## config.mk

```make
export PLATFORM = sky130hd
export DESIGN_NAME = bpg_div
export DESIGN_NICKNAME = d
export VERILOG_FILES = /design/src/hdl/bpg_pkg.sv /design/src/hdl/bpg_div.sv
export SDC_FILE = /design/constraint.sdc
export NUM_CORES = 1
export LEC_CHECK = 0
export BUFFER_PORTS_ARGS = -buffer_cell sky130_fd_sc_hd__buf_4
export CELL_PAD_IN_SITES_DETAIL_PLACEMENT = 0
export CELL_PAD_IN_SITES_GLOBAL_PLACEMENT = 1
export CORE_UTILIZATION = 25
export CTS_CLUSTER_DIAMETER = 100
export DETAILED_ROUTE_END_ITERATION = 10
export PLACE_DENSITY = 0.53
export SYNTH_ARGS = -nofsm -noshare
export SYNTH_HDL_FRONTEND = slang
export SYNTH_SLANG_ARGS = --single-unit
```

## constraint.sdc

```tcl
create_clock -name i_clk -period 5.7 [get_ports i_clk]
set_clock_uncertainty 0.15 [all_clocks]
set_input_delay 1.14 -clock i_clk [delete_from_list [all_inputs] [get_ports i_clk]]
set_output_delay 1.14 -clock i_clk [all_outputs]
set_load 0.01 [all_outputs]
```

## src/hdl/bpg_pkg.sv

```systemverilog
// Shared types, constants and the micro-op table of the Bezier patch grid point unit.
`timescale 1ns / 1ps
`default_nettype none
package bpg_pkg;

    localparam int COORD_W  = 24;
    localparam int LEN_W    = 23;
    localparam int ADDR_W   = 5;
    localparam int DIV_W    = 40;
    localparam int T_W      = 17;
    localparam int PT_N     = 12;
    localparam int OP_N     = 20;

    localparam logic [15:0] FRAC_033 = 16'd21627;
    localparam logic [15:0] FRAC_067 = 16'd43909;

    // action codes
    localparam logic [1:0] ACT_LOAD = 2'd0;
    localparam logic [1:0] ACT_INIT = 2'd1;
    localparam logic [1:0] ACT_EVAL = 2'd2;

    // configuration register indexes
    localparam logic [1:0] CFG_RES   = 2'd0;
    localparam logic [1:0] CFG_SCOL  = 2'd1;
    localparam logic [1:0] CFG_SROW  = 2'd2;

    // scratch slots above the 24 point words
    localparam logic [ADDR_W-1:0] SL_SX = 5'd24;
    localparam logic [ADDR_W-1:0] SL_EX = 5'd25;
    localparam logic [ADDR_W-1:0] SL_M1 = 5'd26;
    localparam logic [ADDR_W-1:0] SL_M2 = 5'd27;
    localparam logic [ADDR_W-1:0] SL_T0 = 5'd28;
    localparam logic [ADDR_W-1:0] SL_T1 = 5'd29;
    localparam logic [ADDR_W-1:0] SL_T2 = 5'd30;
    localparam logic [ADDR_W-1:0] SL_NO = 5'd31;

    typedef struct packed {
        logic              use_u;
        logic [ADDR_W-1:0] a;
        logic [ADDR_W-1:0] b;
        logic [ADDR_W-1:0] d;
    } t_op;

    // One lerp per entry: side curves at k, inner blends at k, final cubic at u.
    function automatic t_op op_lookup(input logic [4:0] n);
        t_op o;
        case (n)
            5'd0:  o = '{1'b0, 5'd0,  5'd4,  SL_T0};
            5'd1:  o = '{1'b0, 5'd4,  5'd11, SL_T1};
            5'd2:  o = '{1'b0, 5'd11, 5'd3,  SL_T2};
            5'd3:  o = '{1'b0, SL_T0, SL_T1, SL_T0};
            5'd4:  o = '{1'b0, SL_T1, SL_T2, SL_T1};
            5'd5:  o = '{1'b0, SL_T0, SL_T1, SL_SX};
            5'd6:  o = '{1'b0, 5'd1,  5'd7,  SL_T0};
            5'd7:  o = '{1'b0, 5'd7,  5'd8,  SL_T1};
            5'd8:  o = '{1'b0, 5'd8,  5'd2,  SL_T2};
            5'd9:  o = '{1'b0, SL_T0, SL_T1, SL_T0};
            5'd10: o = '{1'b0, SL_T1, SL_T2, SL_T1};
            5'd11: o = '{1'b0, SL_T0, SL_T1, SL_EX};
            5'd12: o = '{1'b0, 5'd5,  5'd10, SL_M1};
            5'd13: o = '{1'b0, 5'd6,  5'd9,  SL_M2};
            5'd14: o = '{1'b1, SL_SX, SL_M1, SL_T0};
            5'd15: o = '{1'b1, SL_M1, SL_M2, SL_T1};
            5'd16: o = '{1'b1, SL_M2, SL_EX, SL_T2};
            5'd17: o = '{1'b1, SL_T0, SL_T1, SL_T0};
            5'd18: o = '{1'b1, SL_T1, SL_T2, SL_T1};
            5'd19: o = '{1'b1, SL_T0, SL_T1, SL_NO};
            default: o = '{1'b0, SL_NO, SL_NO, SL_NO};
        endcase
        return o;
    endfunction

endpackage
`default_nettype wire

```

## src/hdl/bpg_div.sv

```systemverilog
// Restoring divider, one quotient bit per cycle, for the grid fractions and texture coordinates.
`timescale 1ns / 1ps
`default_nettype none
module bpg_div (
    input  wire logic                       i_clk,
    input  wire logic                       i_rst_n,
    input  wire logic                       i_go,
    input  wire logic [bpg_pkg::DIV_W-1:0]  i_dvd,
    input  wire logic [7:0]                 i_dvs,
    output logic                            o_done,
    output logic [bpg_pkg::DIV_W-1:0]       o_quo
);
    logic [bpg_pkg::DIV_W-1:0] r_q;
    logic [7:0]                r_rem;
    logic [5:0]                r_cnt;
    logic                      r_busy;
    logic                      r_done;
    logic [8:0]                trial;
    logic                      fits;

    assign trial = {r_rem, r_q[bpg_pkg::DIV_W-1]};
    assign fits  = (trial >= {1'b0, i_dvs});

    always_ff @(posedge i_clk) begin
        if (!i_rst_n) begin
            r_busy <= 1'b0;
            r_done <= 1'b0;
            r_cnt  <= '0;
        end else begin
            r_done <= 1'b0;
            if (i_go) begin
                r_busy <= 1'b1;
                r_cnt  <= '0;
                r_q    <= i_dvd;
                r_rem  <= '0;
            end else if (r_busy) begin
                r_q   <= {r_q[bpg_pkg::DIV_W-2:0], fits};
                r_rem <= fits ? 8'(trial - {1'b0, i_dvs}) : trial[7:0];
                if (r_cnt == 6'(bpg_pkg::DIV_W - 1)) begin
                    r_busy <= 1'b0;
                    r_done <= 1'b1;
                end
                r_cnt <= r_cnt + 6'd1;
            end
        end
    end

    assign o_done = r_done;
    assign o_quo  = r_q;
endmodule
`default_nettype wire

```

# Word level (Yosys, flattened, before mapping)

Cells that the tools add are included.
W data, S select, Z words.

Register bits after elaboration: 56
Output and inout port bits: 41
Word-level logic and storage cells: 23
Input port bits: 51

Reductions and logical operators: 4
Order comparisons: 1
Multiplexer cells: 8
Bitwise logic cells: 2
$add $sub $neg: 2
Equality and inequality tests: 1

Operators by type and width:

| cell                  | count |
|---|---|
| $mux W40              | 2 |
| $mux W8               | 2 |
| $ge A9 B8 Y1          | 1 |
| $sub A8 B8 Y8         | 1 |
| $add A6 B1 Y6 const B | 1 |
| $eq A6 B6 Y1 const B  | 1 |
| $mux W1               | 4 |
| $reduce_or A3 Y1      | 1 |
| $not A1 Y1            | 2 |
| $reduce_and A2 Y1     | 1 |
| $reduce_bool A2 Y1    | 1 |
| $reduce_or A2 Y1      | 1 |

# Depth between registers and ports, before layout

Gate-level depths: netlist of the first run.

Depth after elaboration: 4
Mapped depth: 8

# Worst setup path before layout of the first run

OpenSTA, ideal clock, no wires.

Path type: input -> register
Start point: input i_go
End point: register r_q, in the netlist o_quo[0] (enable)
Library setup time: 0.410 ns
Arrival: 2.834 ns
Cell stages on the path: 3
Slack: 2.307 ns
Cells stage by stage: clkbuf_1 -> clkbuf_1 -> o21a_1

Cells in the longest elaborated chain, start to end: 2

RTL lines:

| item                                | line          | RTL |
|---|---|---|
| start: declaration                  | bpg_div.sv:7  | `input wire logic i_go,` |
| $reduce_bool A2 Y1 (no source line) | n/a           |  |
| $reduce_and A2 Y1 (no source line)  | n/a           |  |
| end signal: assignment              | bpg_div.sv:34 | `r_q <= i_dvd;` |
| end signal: assignment              | bpg_div.sv:37 | `r_q <= {r_q[bpg_pkg::DIV_W-2:0], fits};` |
| end: declaration                    | bpg_div.sv:13 | `logic [bpg_pkg::DIV_W-1:0] r_q;` |

Every way passes these cells.
A chain may end at the register's enable or synchronous reset.

# Worst setup path after layout of the first run

Start point: input i_dvs[6]
End point: register r_q, in the netlist o_quo[0] (data pin)

Cells in the longest elaborated chain, start to end: 3

RTL lines:

| item               | line          | RTL |
|---|---|---|
| start: declaration | bpg_div.sv:9  | `input wire logic [7:0] i_dvs,` |
| $ge A9 B8 Y1       | bpg_div.sv:22 | `assign fits = (trial >= {1'b0, i_dvs});` |
| $mux W40           | bpg_div.sv:36 | `end else if (r_busy) begin` |
| $mux W40           | bpg_div.sv:31 | `if (i_go) begin` |

Every way passes these cells. The select of a mux whose other input is x is not followed.

==> metrics, run 1 <==
slowest CP cell=a211oi_4; worst path arrival time=2.74 ns; routed wire length=6.21 mm; Fmax=0.350 GHz; share of the synthesized area in the top cell type=0.511; P&R area growth vs syn=34.9%; DP Cell Count=434; status=complete, no violations; GRT Residual Overflow=0; sequential fraction of the synthesis area=0.568; CTS buffer count=5; Core ar.=about 11000 sq um; Synth Area per Inst=~13 sq um; most frequent cells after synthesis=48 x edfxtp_1, 40 x mux2_2, 12 x inv_1; final hold vios=0; CTS tree=yes; GPL Wtd Cong=0.710; CP Capture Type=flop; CP startpoint kind=input port; NumNets Final=between 300 and 400; clock transition at the registers of the reported paths=approximately 0.07 ns; worst relative slew slack=0.589; Yosys Warn Count=0; pin count of the biggest net entering global routing=52; Hold Crit Class=reg2reg; CP max FO=7; Routed WL per cell=between 10 and 15 um; CTS Hold Bufs=0; RSZ-0062 raised after global routing=false; die area=11700 sq um; hpwl dp=4.57 mm; ANT cells=0; Max-cap violations=0; CTS H-Tree Depth=2; initial antenna violation count=0; CP Cell Sequence=buf_4 > inv_1 > ha_1 > a21oi_2 > o21ai_2 > a211oi_4 > nand2_2 > mux2_2; Reg2Reg Setup Slack=3.38 ns; Clock Sinks=56; row count=38; Peak VDD IR=141 uV; Slew @ Worst Pin=0.616 ns; PD cells=between 200 and 300 nW/um^2; Mapped Area=about 2800 sq um; Routed Antenna Nets=0; I/O pins=92; Fin Setup TNS=0 ns; critical path class=in2reg; Clk Latency, worst-skew pair=0.29 ns; minimum clock period=around 2.9 ns; dominant cell type by area after synthesis=edfxtp_1; Slew Viols, Final=0; Mapped Cells=209; top-count cell post-synth=edfxtp_1; hold_sp=r_cnt[5]; Post-synth EDFFs=48; Starting Density=0.258; area of the multi-input gates=between 1000 and 1500 sq um; Iteration-0 DRC Markers=61; endpoints failing setup=0; vias per cell=~4.4; vias in the first global route=between 2k and 2.5k; root buf cell=clkbuf_16; Post-synth ARST share=0; post-CTS setup buffer count=0; DRC=0; Reg area=1600 sq um; overall routing resource usage=0.112; first-pass GRT wire length=10.1 mm; Die X=roughly 110 um; Die Span Y=108 um; Leak Pwr=1.48 nW; Synth cell types=42; Syn Nets=between 200 and 300; Finished Layout Cells=442; Buffers & Inverters on Critical Path=2; Gates resized, CTS repair=0; drt pass-1 iters=4; FF+latch count, synth=56; share of cells above drive strength 1=0.500; top area cells in the synthesized netlist=edfxtp_1 51%, mux2_2 16%, dfxtp_1 5.7%; via count=1934; number of port buffers=91; crit path launch=i_dvs[6]; fin crit share=0.501; fillcell total=1126; family with the most delay on the worst path=compound AO/OA/AOI/OAI gates; Critical Path RT=5.59 ns; Critical Path Max Stage Delay=0.40 ns; Clock Tree Buf Depth=2; Top FF cell, synth=edfxtp_1; Critical R2R Launch=r_rem[5]
[cells by family (layout without fill, tap and decap cells)]
group	Yosys count	in the layout	share of synthesized area
muxes	42	42	0.167
buffers and inverters	19	112	0.0262
AOI/OAI and AO/OA	41	41	0.109
and+or+nand+nor	36	36	0.0675
adders and majority gates	10	10	0.0470
xor gates and xnor gates	5	5	0.0155
DFF	56	56	0.568
[layout make-up]
cell class	instances	area share
multi-input cells	134	0.301
well taps	140	0.0461
flip-flops and latches	56	0.421
inverters	12	0.0118
clock inverters	2	0.00428
repair buffers	92	0.182
clock buffers	6	0.0339
[worst paths after layout]
path              endpoint  cells past startpoint
setup / recovery  o_quo[0]                      8
hold / removal    r_cnt[5]                      2
setup reg to reg  o_quo[0]                      6
hold reg to reg   r_cnt[5]                      2
[routing by layer]
metal	GRT usage	vias up	share of wire	wire, um
met1	0.148	899	0.45	2790
met5	0	-	0	0
met2	0.169	55	0.46	2870
met3	0.0458	3	0.086	532
li1	-	977	-	-
met4	0.0264	0	0.0035	22
[sequential cells by signal, indices dropped and copies added, names as in the netlist]
register	flops
o_done	1
r_busy	1
o_quo	40
r_rem	8
r_cnt	6
[power breakdown]
group          leakage (nW)  internal [mW]  switching [mW]
logic                 0.894          0.101          0.0895
clock network        0.0671          0.164           0.140
registers             0.524          0.479          0.0158
[tightest hold or removal path: stages, from the launching register on]
cell	delay (ns)
dfxtp_1	0.32
o21ai_0	0.08
a21oi_1	0.06
[cells in the final DEF (no fill, tap or decap), drive strengths merged, types with 2 or more instances in the layout]
cell and n:
nand3 7, nand4 4, xor2 3, inv 12, dfxtp 8, nor2b 2, o21a 4, nor2 7
mux2i 2, o211ai 2, clkbuf 6, edfxtp 48, a21oi 13, a21o 2, o21ai 9, xnor2 2
ha 9, or3 3, mux2 40, buf 92, nand2 4, a211oi 3, nor3 4
[stage by stage]
step / worst slack [ns] / util / instance area [sq um] / total power [mW] / hold WS [ns]
after floorplan: 2.31 / - / 2820 / 0.616 / 0.308
after detailed placement: 2.49 / 0.334 / 3660 / 0.697 / 0.341
after CTS: 2.80 / 0.348 / 3800 / 1.01 / 0.350
after global placement: 2.53 / 0.334 / 3660 / 0.699 / 0.328
final: 2.85 / 0.348 / 3800 / 0.989 / 0.352
after global routing: 2.69 / 0.348 / 3800 / 1.04 / 0.396
No activity file was read; power rests on OpenSTA's default activity.
==> run 2, diff against run 1 <==
--- a/config.mk
+++ b/config.mk
@@ -11,7 +11,7 @@
 export CORE_UTILIZATION = 25
 export CTS_CLUSTER_DIAMETER = 100
 export DETAILED_ROUTE_END_ITERATION = 10
-export PLACE_DENSITY = 0.53
+export PLACE_DENSITY = 0.55
 export SYNTH_ARGS = -nofsm -noshare
 export SYNTH_HDL_FRONTEND = slang
 export SYNTH_SLANG_ARGS = --single-unit
==> constraint.sdc (replaced) <==
create_clock -name i_clk -period 2.31 [get_ports i_clk]
set_clock_uncertainty 0.15 [all_clocks]
set_input_delay 0.462 -clock i_clk [delete_from_list [all_inputs] [get_ports i_clk]]
set_output_delay 0.462 -clock i_clk [all_outputs]
set_load 0.01 [all_outputs]
==> run 2 against run 1 <==
Against the previous run:
- wire length increased by 4.0%
- critical path type is now reg2reg
- sequential power up 150%
- flip-flop and latch count did not move
- combinational power grew to 2.7 times the previous value
- critical endpoint is now r_rem[3]
==> metrics, run 2 (synthesis gave the netlist of run 1 again) <==
Iteration-0 DRC Markers=62 (+1.6%); die area=11700 sq um (unchanged); max FFs per register=40 (unchanged); Starting Density=0.258 (unchanged); Max-cap violations=0 (unchanged); final hold vios=0 (unchanged); CP startpoint kind=flop; Final Util=0.361 (+0.0135); CTS H-Tree Depth=2 (unchanged); Hold Crit Class=in2reg; drt pass-1 iters=4 (unchanged); minimum clock period=2.20 ns; Peak VDD IR=360 uV (+160%); hpwl dp=4.81 mm (+5.3%); endpoints failing setup=0 (unchanged); P&R area growth vs syn=40.1%; slowest CP cell=edfxtp_1; number of port buffers=91 (unchanged); Slew @ Worst Pin=0.379 ns (-0.237 ns); Fmax=around 0.45 GHz; critical path class=reg2reg; vias in the first global route=2129 (+5.0%); Gates resized, CTS repair=0 (unchanged); commonest non-fill, non-tap cell in the layout=buf_4; fin crit share=0.952; GRT Residual Overflow=0 (unchanged); row count=38 (unchanged); dpl ws=-0.0967 ns (-2.59 ns); Clock Tree Buf Depth=2 (unchanged); Power, Total=2.58 mW (+160%); worst relative slew slack=0.741 (+0.151); routed wire length=6.46 mm (+4.0%); worst path arrival time=2.08 ns (-0.66 ns); Die Span Y=108 um (unchanged); vias per cell=4.48 (+2.3%); pin count of the biggest net entering global routing=38 (-27%); Routed Antenna Nets=0 (unchanged); Core ar.=10900 sq um (unchanged); Routed WL per cell=14.2 um (+1.0%); CTS Hold Bufs=0 (unchanged); CTS buffer count=5 (unchanged); PD cells=652 nW/um^2 (+150%); RSZ-0062 raised after global routing=false; DRC=0 (unchanged); first-pass GRT wire length=10.5 mm (+3.9%); post-CTS setup buffer count=0 (unchanged); NumNets Final=375 (+3.6%); Critical Path Max Stage Delay=0.43 ns (+0.03 ns); ANT cells=0 (unchanged); I/O pins=92 (unchanged); Slew Viols, Final=0 (unchanged); CTS tree=yes; Setup WS post-layout=0.111 ns (-2.74 ns); most frequent cells in the layout=103 x buf_4, 48 x edfxtp_1, 40 x mux2_2; Clk Latency, worst-skew pair=0.29 ns (about the same); Leak Pwr=1.57 nW (+5.5%); Critical Path RT=2.19 ns (-3.40 ns); GPL Wtd Cong=0.756 (+6.4%); overall routing resource usage=0.115 (+0.00375); via count=2037 (+5.3%); CP Cell Sequence=ha_2 > a21oi_2 > o21ai_2 > a211o_2 > o211ai_1 > a21oi_1; clock transition at the registers of the reported paths=0.07 ns (about the same); share of cells above drive strength 1=0.527 (+0.0270); initial antenna violation count=0 (unchanged); Die X=108 um (unchanged); Clock Sinks=56 (unchanged); CP Capture Type=flop; status=complete, no violations; CP max FO=8 (+1); root buf cell=clkbuf_16
## run 2: layout make-up
cell class,count,area [sq um]
fillers,1106,6990
flip-flops and latches,56,1600
multi-input cells,134,1150
repair buffers,105,813
well taps,140,175
clock buffers,5,125
inverters,12,45.0
clock inverters,3,37.5
## run 2: power by group
| group | switching [mW] | internal, mW |
|---|---|---|
| clock network | 0.341 | 0.505 |
| logic | 0.232 | 0.278 |
| registers | 0.0386 | 1.18 |
| total | 0.611 | 1.97 |
## run 2: critical path: cells and delay by family (launching register included)
kind | cells | cell delay (ns)
compound gates | 5 | 1.03
fa+ha+maj | 1 | 0.34
flops | 1 | 0.43
## run 2: through the flow
stage	hold slack, ns	instances	setup TNS (ns)	area, sq um
final	0.321	455	0	3950
after global routing	0.315	455	0	3950
after CTS	0.315	455	0	3940
after detailed placement	0.337	447	-0.491	3780
after global placement	0.326	447	-0.236	3780
after floorplan	0.308	209	0	2820
## run 2: metal layers
metal,vias up,GRT usage,part of all wire
li1,1007,-,-
met1,971,0.154,0.45
met2,57,0.178,0.47
met3,2,0.0392,0.078
met4,0,0.0294,0.0046
met5,-,0,0
## run 2: worst paths after layout
path / start / endpoint / slack (ns) / depth (start not counted)
max: r_rem[5] / r_rem[3] / 0.11 / 6
min: i_dvd[22] / o_quo[22] / 0.32 / 2
max reg2reg: r_rem[5] / r_rem[3] / 0.11 / 6
min reg2reg: r_cnt[5] / r_cnt[5] / 0.35 / 2
